File: src/hdl/key_matrix_event_encoder_macros.svh
// Assertion macros for the key matrix event encoder
`ifndef KEY_MATRIX_EVENT_ENCODER_MACROS_SVH
`define KEY_MATRIX_EVENT_ENCODER_MACROS_SVH
`ifndef SYNTHESIS
`define KME_ASSERT_NOW(lbl, clk, rst, ante, cons) \
  lbl: assert property (@(posedge clk) disable iff (rst) (ante) |-> (cons)) \
    else $error("assertion failed");
`define KME_ASSERT_NEXT(lbl, clk, rst, ante, cons) \
  lbl: assert property (@(posedge clk) disable iff (rst) (ante) |=> (cons)) \
    else $error("assertion failed");
`else
`define KME_ASSERT_NOW(lbl, clk, rst, ante, cons)
`define KME_ASSERT_NEXT(lbl, clk, rst, ante, cons)
`endif
`endif

File: src/hdl/kme_pkg.sv
// Types, constants and key tables shared by the key matrix event encoder
package kme_pkg;

  localparam int COLUMNS = 5;
  localparam int ROWS    = 7;
  localparam int CODE_W  = 7;
  localparam int COL_W   = 3;
  localparam int ROW_W   = 3;
  localparam int LIMIT_W = 6;
  localparam int CNT_W   = 3;

  localparam logic [LIMIT_W-1:0] LIMIT_RESET = LIMIT_W'(COLUMNS * ROWS);

  localparam logic CMD_APPLY  = 1'b0;
  localparam logic CMD_RESYNC = 1'b1;

  localparam logic [CODE_W-1:0] CHAR_LC_A   = 7'h61;
  localparam logic [CODE_W-1:0] CHAR_LC_Z   = 7'h7a;
  localparam logic [CODE_W-1:0] CASE_OFFSET = 7'h61 - 7'h41;

  localparam logic [CODE_W-1:0] BASE_MAP [COLUMNS][ROWS] = '{
    '{7'h71, 7'h77, 7'h00, 7'h61, 7'h00, 7'h20, 7'h00},
    '{7'h65, 7'h73, 7'h64, 7'h70, 7'h78, 7'h7a, 7'h00},
    '{7'h72, 7'h67, 7'h74, 7'h00, 7'h76, 7'h63, 7'h66},
    '{7'h75, 7'h68, 7'h79, 7'h0d, 7'h62, 7'h6e, 7'h6a},
    '{7'h6f, 7'h6c, 7'h69, 7'h08, 7'h24, 7'h6d, 7'h6b}
  };

  localparam logic [CODE_W-1:0] SYMBOL_MAP [COLUMNS][ROWS] = '{
    '{7'h23, 7'h31, 7'h00, 7'h2a, 7'h00, 7'h00, 7'h30},
    '{7'h32, 7'h34, 7'h35, 7'h40, 7'h38, 7'h37, 7'h00},
    '{7'h33, 7'h2f, 7'h28, 7'h00, 7'h3f, 7'h39, 7'h36},
    '{7'h5f, 7'h3a, 7'h29, 7'h00, 7'h21, 7'h2c, 7'h3b},
    '{7'h2b, 7'h22, 7'h2d, 7'h00, 7'h00, 7'h2e, 7'h27}
  };

  typedef struct packed {
    logic       cmd;
    logic [7:0] column_0;
    logic [7:0] column_1;
    logic [7:0] column_2;
    logic [7:0] column_3;
    logic [7:0] column_4;
  } snap_t;

  typedef struct packed {
    logic [CODE_W-1:0] key_code;
    logic [COL_W-1:0]  column_index;
    logic [ROW_W-1:0]  row_index;
    logic              pressed;
    logic              symbol_held;
    logic              alt_held;
    logic              shift_held;
    logic              mod_key;
    logic              last;
  } evt_t;

  typedef struct packed {
    logic clear;
    logic load;
    logic apply;
    logic sym;
    logic shift;
  } lane_ctl_t;

  typedef struct packed {
    logic              changed;
    logic              down;
    logic [CODE_W-1:0] code;
  } lane_hit_t;

  typedef struct packed {
    logic [LIMIT_W-1:0] total;
    logic               sym;
    logic               alt;
    logic               shift;
  } scan_ctx_t;

  typedef enum logic {
    ST_IDLE,
    ST_SCAN
  } scan_state_t;

  function automatic logic [CODE_W-1:0] key_lookup(input logic [COL_W-1:0] col,
                                                   input logic [ROW_W-1:0] row,
                                                   input logic sym,
                                                   input logic shift);
    logic [CODE_W-1:0] code;
    code = sym ? SYMBOL_MAP[col][row] : BASE_MAP[col][row];
    if (shift && code >= CHAR_LC_A && code <= CHAR_LC_Z) begin
      code = code - CASE_OFFSET;
    end
    return code;
  endfunction

  function automatic logic mod_position(input logic [COL_W-1:0] col,
                                        input logic [ROW_W-1:0] row);
    return (col == 3'd0 && (row == 3'd2 || row == 3'd4)) ||
           (col == 3'd1 && row == 3'd6) ||
           (col == 3'd2 && row == 3'd3);
  endfunction

endpackage

File: src/hdl/kme_lane.sv
// One matrix column: previous rows, latched codes and captured changes
module kme_lane #(
  parameter int COL = 0
) (
  input  logic                       clk,
  input  logic                       rst,
  input  kme_pkg::lane_ctl_t         ctl,
  input  logic [kme_pkg::ROWS-1:0]   rows,
  input  logic [kme_pkg::ROW_W-1:0]  sel_row,
  output kme_pkg::lane_hit_t         hit,
  output logic [kme_pkg::CNT_W-1:0]  change_count
);
  import kme_pkg::*;

  logic [ROWS-1:0]   prev;
  logic [CODE_W-1:0] latched [ROWS];
  logic [ROWS-1:0]   ev_changed;
  logic [ROWS-1:0]   ev_down;
  logic [CODE_W-1:0] ev_code [ROWS];

  logic [ROWS-1:0]   changed;
  logic [CODE_W-1:0] press_code [ROWS];

  always_comb begin
    changed = prev ^ rows;
    for (int r = 0; r < ROWS; r++) begin
      press_code[r] = key_lookup(COL_W'(COL), ROW_W'(r), ctl.sym, ctl.shift);
    end
  end

  assign change_count = CNT_W'($countones(changed));

  always_ff @(posedge clk) begin
    if (rst || ctl.clear) begin
      prev <= '0;
      for (int r = 0; r < ROWS; r++) begin
        latched[r] <= '0;
      end
    end else if (ctl.load) begin
      prev <= rows;
      for (int r = 0; r < ROWS; r++) begin
        latched[r] <= rows[r] ? press_code[r] : '0;
      end
    end else if (ctl.apply) begin
      prev <= rows;
      for (int r = 0; r < ROWS; r++) begin
        if (changed[r]) begin
          latched[r] <= rows[r] ? press_code[r] : '0;
        end
      end
    end
  end

  always_ff @(posedge clk) begin
    if (ctl.apply) begin
      ev_changed <= changed;
      ev_down    <= rows;
      for (int r = 0; r < ROWS; r++) begin
        ev_code[r] <= rows[r] ? press_code[r] : latched[r];
      end
    end
  end

  always_comb begin
    hit.changed = ev_changed[sel_row];
    hit.down    = ev_down[sel_row];
    hit.code    = ev_code[sel_row];
  end

endmodule

File: src/hdl/kme_merge.sv
// Walks the lanes in column-major order and issues event beats
module kme_merge (
  input  logic                      clk,
  input  logic                      rst,
  input  logic                      start,
  input  kme_pkg::scan_ctx_t        ctx,
  input  kme_pkg::lane_hit_t        hits [kme_pkg::COLUMNS],
  output logic [kme_pkg::ROW_W-1:0] sel_row,
  output logic                      busy,
  output kme_pkg::evt_t             evt,
  output logic                      evt_valid,
  input  logic                      evt_stall
);
  import kme_pkg::*;

  scan_state_t        state, state_next;
  logic [COL_W-1:0]   col;
  logic [ROW_W-1:0]   row;
  logic [LIMIT_W-1:0] sent;
  scan_ctx_t          ctx_q;

  lane_hit_t hit;
  logic      slot_free;
  logic      step;
  logic      emit;
  logic      at_end;
  logic      row_end;

  always_comb begin
    hit       = hits[col];
    slot_free = !evt_valid || !evt_stall;
    row_end   = row == ROW_W'(ROWS - 1);
    at_end    = row_end && col == COL_W'(COLUMNS - 1);
  end

  always_comb begin
    state_next = state;
    unique case (state)
      ST_IDLE: if (start) state_next = ST_SCAN;
      ST_SCAN: if (step && at_end) state_next = ST_IDLE;
      default: state_next = ST_IDLE;
    endcase
  end

  always_comb begin
    busy = 1'b0;
    step = 1'b0;
    unique case (state)
      ST_IDLE: busy = 1'b0;
      ST_SCAN: begin
        busy = 1'b1;
        step = slot_free;
      end
      default: busy = 1'b0;
    endcase
    emit = step && hit.changed && (sent < ctx_q.total);
  end

  assign sel_row = row;

  always_ff @(posedge clk) begin
    if (rst) begin
      state <= ST_IDLE;
    end else begin
      state <= state_next;
    end
  end

  always_ff @(posedge clk) begin
    if (start) begin
      col   <= '0;
      row   <= '0;
      sent  <= '0;
      ctx_q <= ctx;
    end else if (step) begin
      row <= row_end ? '0 : row + ROW_W'(1);
      if (row_end) begin
        col <= col + COL_W'(1);
      end
      if (emit) begin
        sent <= sent + LIMIT_W'(1);
      end
    end
  end

  always_ff @(posedge clk) begin
    if (rst) begin
      evt_valid <= 1'b0;
    end else begin
      evt_valid <= emit || (evt_valid && evt_stall);
    end
  end

  always_ff @(posedge clk) begin
    if (emit) begin
      evt.key_code     <= hit.code;
      evt.column_index <= col;
      evt.row_index    <= row;
      evt.pressed      <= hit.down;
      evt.symbol_held  <= ctx_q.sym;
      evt.alt_held     <= ctx_q.alt;
      evt.shift_held   <= ctx_q.shift;
      evt.mod_key      <= mod_position(col, row);
      evt.last         <= (sent + LIMIT_W'(1)) == ctx_q.total;
    end
  end

endmodule

File: src/hdl/key_matrix_event_encoder.sv
// Key matrix event encoder top level: lanes per column, scan merger, limit register
// A snapshot beat is taken when snap_valid is high and the block is not busy; a
// resync or the first snapshot after it only updates state and the block is ready
// again on the next cycle. Any other snapshot is compared in all five column lanes
// at once, then the merger visits the 35 key positions one per cycle while no
// event beat waits stalled at the output; snap_stall stays high during the scan.
// The final event beat may still wait at the output while the next snapshot is
// taken. event_limit is written through cfg_write/cfg_data; the user must write
// it only while idle, as the block itself does not enforce this.
module key_matrix_event_encoder (
  input  logic                          clk,
  input  logic                          rst,
  input  logic                          cfg_write,
  input  logic [kme_pkg::LIMIT_W-1:0]   cfg_data,
  input  kme_pkg::snap_t                snap,
  input  logic                          snap_valid,
  output logic                          snap_stall,
  output kme_pkg::evt_t                 evt,
  output logic                          evt_valid,
  input  logic                          evt_stall
);
  import kme_pkg::*;

  `include "key_matrix_event_encoder_macros.svh"

  logic [LIMIT_W-1:0] event_limit;
  logic               synced;

  logic               accept;
  logic               busy;
  logic [ROWS-1:0]    cols [COLUMNS];
  lane_ctl_t          ctl;
  lane_hit_t          hits [COLUMNS];
  logic [CNT_W-1:0]   counts [COLUMNS];
  logic [ROW_W-1:0]   sel_row;
  logic [LIMIT_W-1:0] change_sum;
  scan_ctx_t          ctx;

  assign snap_stall = busy;
  assign accept     = snap_valid && !snap_stall;

  always_comb begin
    cols[0] = snap.column_0[ROWS-1:0];
    cols[1] = snap.column_1[ROWS-1:0];
    cols[2] = snap.column_2[ROWS-1:0];
    cols[3] = snap.column_3[ROWS-1:0];
    cols[4] = snap.column_4[ROWS-1:0];

    ctl.clear = accept && snap.cmd == CMD_RESYNC;
    ctl.load  = accept && snap.cmd == CMD_APPLY && !synced;
    ctl.apply = accept && snap.cmd == CMD_APPLY && synced;
    ctl.sym   = cols[0][2];
    ctl.shift = cols[1][6] || cols[2][3];

    change_sum = '0;
    for (int c = 0; c < COLUMNS; c++) begin
      change_sum = change_sum + LIMIT_W'(counts[c]);
    end
    ctx.total = (change_sum > event_limit) ? event_limit : change_sum;
    ctx.sym   = ctl.sym;
    ctx.alt   = cols[0][4];
    ctx.shift = ctl.shift;
  end

  always_ff @(posedge clk) begin
    if (rst) begin
      event_limit <= LIMIT_RESET;
    end else if (cfg_write) begin
      event_limit <= cfg_data;
    end
  end

  always_ff @(posedge clk) begin
    if (rst || ctl.clear) begin
      synced <= 1'b0;
    end else if (ctl.load) begin
      synced <= 1'b1;
    end
  end

  for (genvar c = 0; c < COLUMNS; c++) begin : g_lane
    kme_lane #(
      .COL(c)
    ) u_lane (
      .clk          (clk),
      .rst          (rst),
      .ctl          (ctl),
      .rows         (cols[c]),
      .sel_row      (sel_row),
      .hit          (hits[c]),
      .change_count (counts[c])
    );
  end

  kme_merge u_merge (
    .clk       (clk),
    .rst       (rst),
    .start     (ctl.apply),
    .ctx       (ctx),
    .hits      (hits),
    .sel_row   (sel_row),
    .busy      (busy),
    .evt       (evt),
    .evt_valid (evt_valid),
    .evt_stall (evt_stall)
  );

  `KME_ASSERT_NEXT(a_apply_scans, clk, rst, ctl.apply, snap_stall)
  `KME_ASSERT_NEXT(a_resync_unsyncs, clk, rst, ctl.clear, !synced)
  `KME_ASSERT_NEXT(a_load_syncs, clk, rst, ctl.load, synced && !snap_stall)
  `KME_ASSERT_NOW(a_evt_in_matrix, clk, rst, evt_valid, evt.column_index < COL_W'(COLUMNS) && evt.row_index < ROW_W'(ROWS))

endmodule
File: config.mk
export PLATFORM = sky130hd
export DESIGN_NAME = key_matrix_event_encoder
export DESIGN_NICKNAME = d
export VERILOG_FILES = /design/src/hdl/kme_pkg.sv /design/src/hdl/kme_lane.sv /design/src/hdl/kme_merge.sv /design/src/hdl/key_matrix_event_encoder.sv
export VERILOG_INCLUDE_DIRS = /design/src /design/src/hdl
export SDC_FILE = /design/constraint.sdc
export NUM_CORES = 1
export LEC_CHECK = 0
export BUFFER_PORTS_ARGS = -buffer_cell sky130_fd_sc_hd__buf_2
export CELL_PAD_IN_SITES_DETAIL_PLACEMENT = 1
export CELL_PAD_IN_SITES_GLOBAL_PLACEMENT = 1
export CORE_ASPECT_RATIO = 0.5
export CORE_MARGIN = 2
export CORE_UTILIZATION = 35
export CTS_CLUSTER_SIZE = 28
export DETAILED_ROUTE_END_ITERATION = 16
export MAX_ROUTING_LAYER = met4
export PLACE_DENSITY = 0.66
export SETUP_SLACK_MARGIN = 0.02
export SLEW_MARGIN = 30
export SYNTH_ARGS = -nofsm -noshare
export SYNTH_HDL_FRONTEND = slang
export SYNTH_SLANG_ARGS = --single-unit
export TNS_END_PERCENT = 20
File: constraint.sdc
create_clock -name clk -period 23.9 [get_ports clk]
set_input_delay 4.78 -clock clk [delete_from_list [all_inputs] [get_ports clk]]
set_output_delay 4.78 -clock clk [all_outputs]
set_load 0.02 [all_outputs]
* Word-level counts from Yosys, hierarchy flattened
Memories as Yosys holds them, arrays and structs flattened. A register that Yosys moved wholly into a read port is not among the register bits.
Index checks and enable logic that the tools add are counted.
** Storage, ports and cells
- Register bits :: 154
- Memory bits (writable) :: 490
- Input port bits :: 52
- Word-level logic and storage cells :: 784
- Memories kept :: 10
** Memories
- g_lane[0].u_lane.ev_code :: depth 7, bits a word 7, read ports 1, clocked after Yosys merged registers in 1, write ports 7, line kme_lane.sv:19 : logic [CODE_W-1:0] ev_code [ROWS];
- g_lane[0].u_lane.latched :: depth 7, bits a word 7, read ports 7, clocked after Yosys merged registers in 0, write ports 7, line kme_lane.sv:16 : logic [CODE_W-1:0] latched [ROWS];
- g_lane[1].u_lane.ev_code :: depth 7, bits a word 7, read ports 1, clocked after Yosys merged registers in 1, write ports 7, line kme_lane.sv:19
- g_lane[1].u_lane.latched :: depth 7, bits a word 7, read ports 7, clocked after Yosys merged registers in 0, write ports 7, line kme_lane.sv:16
- g_lane[2].u_lane.ev_code :: depth 7, bits a word 7, read ports 1, clocked after Yosys merged registers in 1, write ports 7, line kme_lane.sv:19
- g_lane[2].u_lane.latched :: depth 7, bits a word 7, read ports 7, clocked after Yosys merged registers in 0, write ports 7, line kme_lane.sv:16
- +4 memories
** Operators by class
- Add/subtract/negate cells :: 68
- $lt $le $gt $ge :: 66
- Equal/unequal tests :: 8
- Muxes and demuxes :: 429
- Bitwise operators :: 78
- Reduce and logical (&&, ||, !) cells :: 90
** Operators by type and width (number)
- $mux W7 :: 201
- $ge A7 B7 Y1 const B :: 31
- $le A7 B7 Y1 const B :: 31
- $sub A7 B6 Y7 const B :: 31
- $mux W1 :: 194
- $logic_and A1 B1 Y1 :: 75
- $or A1 B1 Y1 :: 70
- $mux W6 :: 6
- $xor A7 B7 Y7 :: 5
- $mux W3 :: 11
- $add A1 B1 Y2 :: 15
- $add A3 B3 Y3 :: 10
- $bmux W1 S3 :: 10
- $bmux W9 S3 :: 1
- $mux W9 :: 2
- $add A3 B1 Y3 :: 5
- $eq A3 B2 Y1 const B :: 3
- $eq A3 B3 Y1 const B :: 3
- $mux W4 :: 2
- $logic_or A1 B1 Y1 :: 7
- $add A3 B1 Y3 const B :: 2
- $add A5 B3 Y6 :: 1
- $add A6 B1 Y6 const B :: 1
- $add A6 B3 Y6 :: 1
- other kinds (15) :: 21

* Depth between registers and ports, before layout
- Depth after elaboration :: 11
- Depth in mapped cells :: 26
- Mapped depth without buffers :: 25

* Modules after synthesis
From an unflattened synthesis, not the netlist that was laid out.
** Second synthesis, totals
- Cell total of the unflattened synthesis :: 1491
- Area total of the unflattened synthesis :: 17663.2 um^2
** By module, submodules not included
- kme_lane (g_lane[2].u_lane) :: instances 1, cells an instance 263, area each 3198.1 um^2, sequential area each 1941.9 um^2
- kme_lane (g_lane[3].u_lane) :: instances 1, cells an instance 263, area each 3188.1 um^2, sequential area each 1881.8 um^2
- kme_lane (g_lane[1].u_lane) :: instances 1, cells an instance 250, area each 3006.6 um^2, sequential area each 1821.7 um^2
- kme_lane (g_lane[4].u_lane) :: instances 1, cells an instance 246, area each 2945.3 um^2, sequential area each 1761.7 um^2
- kme_lane (g_lane[0].u_lane) :: instances 1, cells an instance 195, area each 2238.4 um^2, sequential area each 1281.2 um^2
- kme_merge :: instances 1, cells an instance 184, area each 2238.4 um^2, sequential area each 1121.1 um^2
- key_matrix_event_encoder :: instances 1, cells an instance 90, area each 848.3 um^2, sequential area each 140.1 um^2

* Worst setup path after synthesis
OpenSTA, ideal clock, no wires.
- Kind :: input-to-reg
- Start :: input port snap[35] (netlist name)
- End :: register u_merge.ctx_q[4] (netlist name) (data pin)
- Setup time :: 0.260 ns
- Arrival :: 10.580 ns
- Setup slack :: 13.061 ns
- Stages :: 24
- Buffers on the path :: 1
- Cell sequence :: clkbuf_1 > xor2_1 > ha_1 > inv_1 > fa_1 > inv_1 > ha_1 > inv_1 > fa_1 > xor2_1 > fa_1 > inv_1 > fa_1 > inv_1 > fa_1 > inv_1 > ha_1 > a21o_1 > a21oi_1 > xnor2_1 > ha_1 > and3_1 > a41oi_1 > mux2_2
** RTL lines
- start: declaration :: line key_matrix_event_encoder.sv:15 : input kme_pkg::snap_t snap,
- end signal: assignment :: line kme_merge.sv:74 : ctx_q <= ctx;
- end: declaration :: line kme_merge.sv:20 : scan_ctx_t ctx_q;

==> results.cfg <==
[sta]
setup_viol = 0
relSlewSlack_pct = 35.7
fin_crit_ns = 11.20
final_max_slew_viol_count = 0
fin_tns_setup_ns = 0
post-route-period-util_pct = 46.9
fmax_mhz = 89.3
tightest_slew_ns = 0.964
rsz0062_at_grt = false
finalHoldViolCount = 0
hold_slack_ns = 0.427
skew_ns = 0.0317

[floorplan]
pin_count = 73
floorplan.initialDensity_pct = 35.8
fp.dieW_um = 315
placementRows = 56
die_area_mm2 = 0.0503
coreArea_mm2 = 0.0473
die_y_um = 160

[logic_synthesis]
synth_edf_count = 292
ys_seq_elements = 351
yosysUniqueCellTypes = 61
async_flop_share_pct = 0
yosysSeqAreaShare_pct = 58.7
synth_nets = 1528
synth_area_per_cell_um2 = 12.0
ys_warn_count = 0
syn_inst = 1409
synth_area_mm2 = 0.0169
ys.flop_type = edfxtp_1

[drt]
drt_iter0_markers = 982
drt_pass1_iterations = 5
wl_mm = 47.0
via_per_inst = 5.27
drc = 0
wl_per_cell_um = 22.4
num_vias = 11080
drtAntennaViolNets = 0

[layout]
final_cells = 2102
final_common_cell = edfxtp_1
final_cell_mix = 292 x edfxtp_1, 132 x nand2_1, 110 x nor2_1
fin_nets = 1553
areaGrowthSynthToFinish_pct = 12.4
n_fill_cell = 5050
drive_gt1_share_pct = 17.4

[critical_path]
crit_path_frequent_cell = inv_1
crit_fanout = 27
max_stage_delay_ns = 0.62
critPathKind = in2reg
critPathSlowestCell = a41oi_1
cp_data_arrival_time_ns = 11.48
worstSetupStartpointType = primary input
end_kind = flop
crit_chain = buf_2 > xor2_1 > ha_1 > inv_1 > fa_1 > inv_1 > ha_1 > inv_1 > fa_1 > xor2_1 > fa_1 > inv_1 > fa_1 > inv_1 > fa_1 > inv_1 > ha_1 > a21o_1 > a21oi_1 > xnor2_1 > ha_1 > and3_1 > a41oi_1 > mux2_2
critPathRequiredTime_ns = 24.18

[placed_design]
numPlacedInstances = 2033
post-dp-hpwl_mm = 32.3
portBuffers = 67
routabilityCongestion = 0.817

[clocking]
cts.sinks = 351
numCtsBuffers = 37
htree_levels = 2
tritoncts = done
clk_pin_slew_ns = 0.06
post_cts.repair.setup_buffers = 0
cts.hold.buffers_added = 0
cts-resized-gates = 0
clock-root-buffer = clkbuf_16
clk_path_buf_depth = 3
clock_latency_ns = 0.54

[power_and_ir_drop]
p_comb_share_pct = 36.7
p_int_mw = 1.41
power_frac_clock_pct = 27.8
ir_drop_v = 0.000152
pwr-share-seq_pct = 35.5
power_switching_mw = 0.701
p_per_area_mw_per_mm2 = 111
leakagePower_nw = 7.12
swShare_pct = 33.2

[global_routing]
overflow = 0
antenna_found_initial = 3
grt_max_degree = 74
grt_usage_pct = 19.2
grt_first_pass_wirelength_mm = 71.3
grt_pass1_vias = 11499

[outcome]
status = finished, final reports clean

[hold_path]
min_path_type = reg2reg

[flow_run]
maxCapViolations = 0
-- registers in the layout (all words and copies together) (netlist names), 6 cells and up, named ones only --
name,cells
g_lane.u_lane.prev,35
u_merge.sent,6
g_lane.u_lane.ev_changed,35
u_merge.evt,19
g_lane.u_lane.ev_down,35
g_lane.u_lane.latched,98
u_merge.ctx_q,7
g_lane.u_lane.ev_code,98
event_limit,6
-- per-layer routing --
metal	routed length, µm	up-vias	global-route usage (%)
li1	-	5052	-
met1	22100	5710	27.2
met2	21800	251	29.1
met3	2260	67	2.83
met4	762	0	4.37
met5	0	-	-
-- layout make-up --
cell class / count / area [µm²] / area share, %
Antenna cell: 3 / 7.51 / 0.0394
Clock buffer: 54 / 1080 / 5.69
Clock inverter: 12 / 125 / 0.657
Inverter: 92 / 350 / 1.84
Multi-Input combinational cell: 865 / 6240 / 32.8
Sequential cell: 351 / 9950 / 52.2
Tap cell: 638 / 798 / 4.19
Timing Repair Buffer: 87 / 489 / 2.57
-- cell families after synthesis --
logic type	Yosys count	share of synthesized area [%]
and+or+nand+nor	396	11.2
DFF	351	58.7
xor gates and xnor gates	51	2.64
AOI/OAI and AO/OA	239	8.47
muxes	112	8.44
adders and majority gates	67	5.97
buffers and inverters	193	4.60
-- worst max-delay path: cells and delay by family --
kind,cells,cell delay [ns]
buf+inv,7,0.89
mux,1,0.42
compound gates,3,0.97
xor+xnor,3,0.78
simple gates,1,0.20
fa+ha+maj,9,3.43
-- power groups by stage --
stage	registers (mW)	logic (mW)	clock network, mW
after detailed placement	0.763	0.787	0
after global placement	0.761	0.754	0
final	0.749	0.776	0.587
after global routing	0.753	0.901	0.619
after CTS	0.750	0.796	0.596
after floorplan	0.756	0.586	0
-- through the flow --
stage | util [%] | power [mW] | setup slack, ns | instance area [µm²]
final | 40.3 | 2.11 | 12.70 | 19000
after CTS | 40.2 | 2.14 | 12.64 | 19000
after global placement | 37.7 | 1.52 | 12.27 | 17800
after detailed placement | 37.7 | 1.55 | 12.12 | 17800
after floorplan | - | 1.34 | 13.06 | 16900
after global routing | 40.3 | 2.27 | 12.32 | 19000
-- cells in the mapped netlist (all sizes together), types with 28 or more instances --
cell type	instances	area (µm²)
nand2	132	495
buf	28	160
xor2	30	263
clkbuf	73	274
edfxtp	292	8770
mux2i	33	330
mux2	61	687
nand3b	35	263
dfxtp	59	1180
inv	91	342
ha	44	551
a21oi	101	505
o21ai	66	330
nor2	111	417
-- worst paths after layout --
check	end	slack, ns	startpoint	cells past startpoint
worst min register to register	u_merge.evt[2]	0.43	u_merge.ctx_q[0]	0
worst min-delay path	u_merge.evt[2]	0.43	u_merge.ctx_q[0]	0
worst max register to register	u_merge.ctx_q[7]	16.90	g_lane[2].u_lane.prev[5]	23
worst max-delay path	u_merge.ctx_q[7]	12.70	snap[34]	24
No activity file was read; power rests on OpenSTA's default activity.
